`src/sv/ectp_delay.sv`:
```
// ----------------------------------------------------------------------------
// ectp_delay
// Stallable delay line for valid bits and side data, matched to the divider.
// ----------------------------------------------------------------------------
module ectp_delay #(
  parameter int unsigned WIDTH = 8,
  parameter int unsigned DEPTH = 4
) (
  input  logic             clk_i,
  input  logic             rst_ni,
  input  logic             en_i,
  input  logic             valid_i,
  input  logic [WIDTH-1:0] data_i,
  output logic             valid_o,
  output logic [WIDTH-1:0] data_o
);

  logic [DEPTH-1:0] vld_q;
  logic [WIDTH-1:0] dat_q [DEPTH];

  always_ff @(posedge clk_i or negedge rst_ni) begin
    if (!rst_ni) begin
      vld_q <= '0;
    end else if (en_i) begin
      vld_q[0] <= valid_i;
      for (int k = 1; k < DEPTH; k++) begin
        vld_q[k] <= vld_q[k-1];
      end
    end
  end

  always_ff @(posedge clk_i) begin
    if (en_i) begin
      dat_q[0] <= data_i;
      for (int k = 1; k < DEPTH; k++) begin
        dat_q[k] <= dat_q[k-1];
      end
    end
  end

  assign valid_o = vld_q[DEPTH-1];
  assign data_o  = dat_q[DEPTH-1];

endmodule

```
`config.mk`:
```
export PLATFORM = sky130hd
export DESIGN_NAME = ectp_delay
export DESIGN_NICKNAME = d
export VERILOG_FILES = /design/src/sv/ectp_delay.sv
export SDC_FILE = /design/constraint.sdc
export NUM_CORES = 1
export LEC_CHECK = 0
export BUFFER_PORTS_ARGS = -buffer_cell sky130_fd_sc_hd__buf_2
export CAP_MARGIN = 10
export CORE_AREA = 4 4 52 54
export CTS_CLUSTER_DIAMETER = 200
export DETAILED_ROUTE_END_ITERATION = 6
export DIE_AREA = 0 0 56 58
export MAX_ROUTING_LAYER = met4
export PLACE_DENSITY = 0.72
export REMOVE_ABC_BUFFERS = 1
export SYNTH_ARGS = -nofsm -noshare
export SYNTH_HDL_FRONTEND = slang
export SYNTH_SLANG_ARGS = --single-unit
```
`constraint.sdc`:
```
create_clock -name clk_i -period 0.8 [get_ports clk_i]
set_input_delay 0 -clock clk_i [delete_from_list [all_inputs] [get_ports clk_i]]
set_output_delay 0 -clock clk_i [all_outputs]
set_load 0.02 [all_outputs]
```
## Yosys cells after proc, flatten, opt, wreduce, memory -nomap -nowiden

Memories as Yosys holds them, arrays and structs flattened.
Index checks and enable logic that the tools add are counted.

- Bits of input ports: 12
- Memory bits (writable): 32
- Register bits: 4
- Memories: 1
- Logic and storage cells: 4

Memories:

| name | depth | width | rd ports | clocked after Yosys merged registers in | write ports | RTL line | RTL |
|---|---|---|---|---|---|---|---|
| dat_q | 4 | 8 | 4 | 0 | 4 | 19 | `logic [WIDTH-1:0] dat_q [DEPTH];` |

- Multiplexer cells: 2

Operators by type and width:

| cell | number |
|---|---|
| $mux 1 | 2 |

## Longest topological paths before layout

- Depth after elaboration: 2
- Gate-level depth with buffers: 1
- Mapped depth without buffers: 1

## Least setup slack after synthesis

OpenSTA, ideal clock, no wires.

- Path kind: reg-to-reg
- From: register vld_q[3] (netlist name)
- To: register vld_q[3]
- Period minus slack after synthesis: 0.826 ns
- Cell stages (with the launch flop): 2
- Setup time: 0.125 ns
- Setup slack: -0.026 ns
- Buffers on the path: 0
- Arrival: 0.701 ns
- Cells stage by stage: dfrtp_1 > mux2_2

RTL lines:

| item | RTL line | RTL |
|---|---|---|
| to (signal, indexed assignment) | 27 | `vld_q[k] <= vld_q[k-1];` |
| to (decl) | 18 | `logic [DEPTH-1:0] vld_q;` |

## Worst setup path after layout

- From: register vld_q[3]
- To: output valid_o

RTL lines:

| item | RTL line | RTL |
|---|---|---|
| to (decl) | 14 | `output logic valid_o,` |

No word-level cell between the ends.

==> metrics.md <==
| Metric | Value |
|---|---|
| Pwr dens | between 2000 and 2500 nW/um^2 |
| Die extent in x | roughly 56 um |
| Root Buffer | clkbuf_4 |
| Unrepaired setup endpoints after global routing | yes |
| GP Congestion | about 0.64 |
| Final Skew | between 3 and 4 ps |
| Type of origin of the critical path | register |
| Site Rows | 17 |
| Crit path DAT | 860 ps |
| Max-Cap Viols | 0 |
| DR vias | 495 |
| Clock buffer depth | 2 |
| Antenna-violating nets left | 0 |
| Maximum fanout along the worst path | 2 |
| Worst setup margin | -60.19 ps |
| Reg2Reg Depth | 1 |
| Die H | just under 60 um |
| Largest net degree at the start of global routing | 19 |
| Final slew viol count | 0 |
| Final worst-path cycle share | 1.075 |
| Distinct cells, synth | 3 |
| Die ar. | approximately 3200 sq um |
| Outcome | finished with violations |
| Cts bufs inserted | 5 |
| Fillers | around 160 |
| ANT cells | 0 |
| # Post-CTS Setup Buffers | 0 |
| I/O Buffers | 20 |
| CTS tree | built |
| Final routed DRC violation total | 0 |
| Mapped cell area | 1106 sq um |
| Setup Viol. Count Final | 9 |
| Post-synthesis sequential area ratio | 0.9593 |
| Crit path required time | roughly 800 ps |
| Met3 routed WL | about 120 um |
| Worst-Margin Slew | approximately 230 ps |
| Detailed Route Iter0 Violations | 1 |
| Via density | 4.541 |
| Number of cells on the critical path | 1 |
| Dpl ws | 34.60 ps |
| Antenna violations before repair | 0 |
| Mapped Cells | 40 |
| F_max | approximately 1200 MHz |
| Crit-path max cell delay | about 400 ps |
| Tmin final | roughly 860 ps |
| Peak VDD IR | about 2000 uV |
| CP top delay family | flip-flops |
| Finished Layout Cells | about 110 |
| Leakage | between 0.5 and 0.6 nW |
| Failing checks | negative setup slack |
| CP Capture Type | output port |
| Post-route design area | between 1000 and 1500 sq um |
| Vias in the first global route | 484 |
| Top routing layer used | met4 |
| Yosys reg bits | 36 |
| Cell total after placement | 91 |
| WP buf/inv | 1 |
| Total track usage | 0.1035 |
| Wire length on met1 | 506 um |
| Warnings from Yosys | 0 |
| CORE AREA | 2212 sq um |
| Met2 wire length | approximately 670 um |
| CP max stage cell | dfrtp_1 |
| Initial Utilization | 0.5000 |
| DR pass1 iterations | 3 |
| CP Class | register to output port |
| Clk sinks | 36 |
| WL/cell | around 12 um |
| First-pass GRT wire length | roughly 2300 um |
| Relative slew margins | 0.8492 |
| Final Hold Viols | 0 |
| H-tree levels | 2 |
| Share of cells above drive strength 1 | 0.4198 |
| Clk slew on worst S/H paths | about 90 ps |
| Remaining Overflow, GRT | 0 |
| CP cell instances | buf_6 |
| Final nets | ~90 |
| Synth Area per Inst | ~28 sq um |
| Area after DPL | between 1000 and 1500 sq um |
| Clk_lat worst skew | around 320 ps |
| Routed wire length | ~1300 um |
| Synth-to-layout area growth | 29.64% |
| Worst hold path class | input port to async pin |
| IO Count | 21 |
==> per-layer routing <==
layer | track usage | up-vias
met2 | 0.1452 | 24
met1 | 0.1124 | 224
li1 | - | 240
met4 | 0.09153 | 0
met5 | - | -
met3 | 0.04232 | 7
==> layout by cell type, fill, tap and decap left out, drive strengths merged <==
cell type	synthesis	final
clkinv	0	3
clkbuf	0	5
mux2	4	4
buf	0	23
dlygate4sd3	0	10
edfxtp	32	32
dfrtp	4	4
==> per-stage QoR <==
| stage | power, W | setup TNS [ps] | hold WS (ps) | util |
|---|---|---|---|---|
| after floorplan | 0.002363 | -26.01 | -295.6 | - |
| after global placement | 0.002473 | 0 | -195.8 | 0.5769 |
| after detailed placement | 0.002496 | 0 | -187.3 | 0.5769 |
| after CTS | 0.003393 | -633.7 | 28.86 | 0.6527 |
| after global routing | 0.003518 | -989.1 | 26.09 | 0.6482 |
| final | 0.003356 | -446.6 | 8.781 | 0.6482 |
==> state kept, by name, indices dropped and copies added, names as in the netlist <==
register and flops:
vld_q 4, dat_q 32
==> timing repair <==
item | 4_1_cts | 5_1_grt
endpoints found under the setup margin | 9 | 14
resized for setup | 2 | 0
hold buffers | 11 | 0
endpoints found under the hold margin | 13 | 0
==> cell usage after synthesis <==
cell / instances / share of area
edfxtp_1: 32 / 0.87
mux2_2: 4 / 0.041
dfrtp_1: 4 / 0.091
==> power by group <==
part           internal (W)  switching [W]
Sequential          0.00221      0.0000427
Clock              0.000322       0.000533
Combinational      0.000132       0.000118
==> cells by family after synthesis <==
| logic type | count (synthesis) | share of synthesized area |
|---|---|---|
| mux | 4 | 0.04072 |
| flops | 36 | 0.9593 |
==> path summary, 6_finish.rpt <==
path | endpoint | start | slack (ps)
max in group asynchronous | vld_q[0]$_DFFE_PN0P_ | rst_ni | 670
min in group clk_i | dat_q[0][0]$_DFFE_PP_ | en_i | 40
worst min-delay path | vld_q[1]$_DFFE_PN0P_ | rst_ni | 9
worst max register to register | vld_q[3]$_DFFE_PN0P_ | vld_q[3]$_DFFE_PN0P_ | 20
worst max-delay path | valid_o | vld_q[3]$_DFFE_PN0P_ | -60
worst min register to register | dat_q[2][2]$_DFFE_PP_ | dat_q[1][2]$_DFFE_PP_ | 430
==> layout make-up <==
type,count,area (sq um),share of cell area
clock buffers,5,37.54,0.02618
clock inverters,3,13.76,0.009599
multi-input cells,4,45.04,0.03141
flip-flops and latches,36,1061,0.7400
well taps,28,35.03,0.02443
repair buffers,33,241.5,0.1684
(Power assumes the default switching activity.)
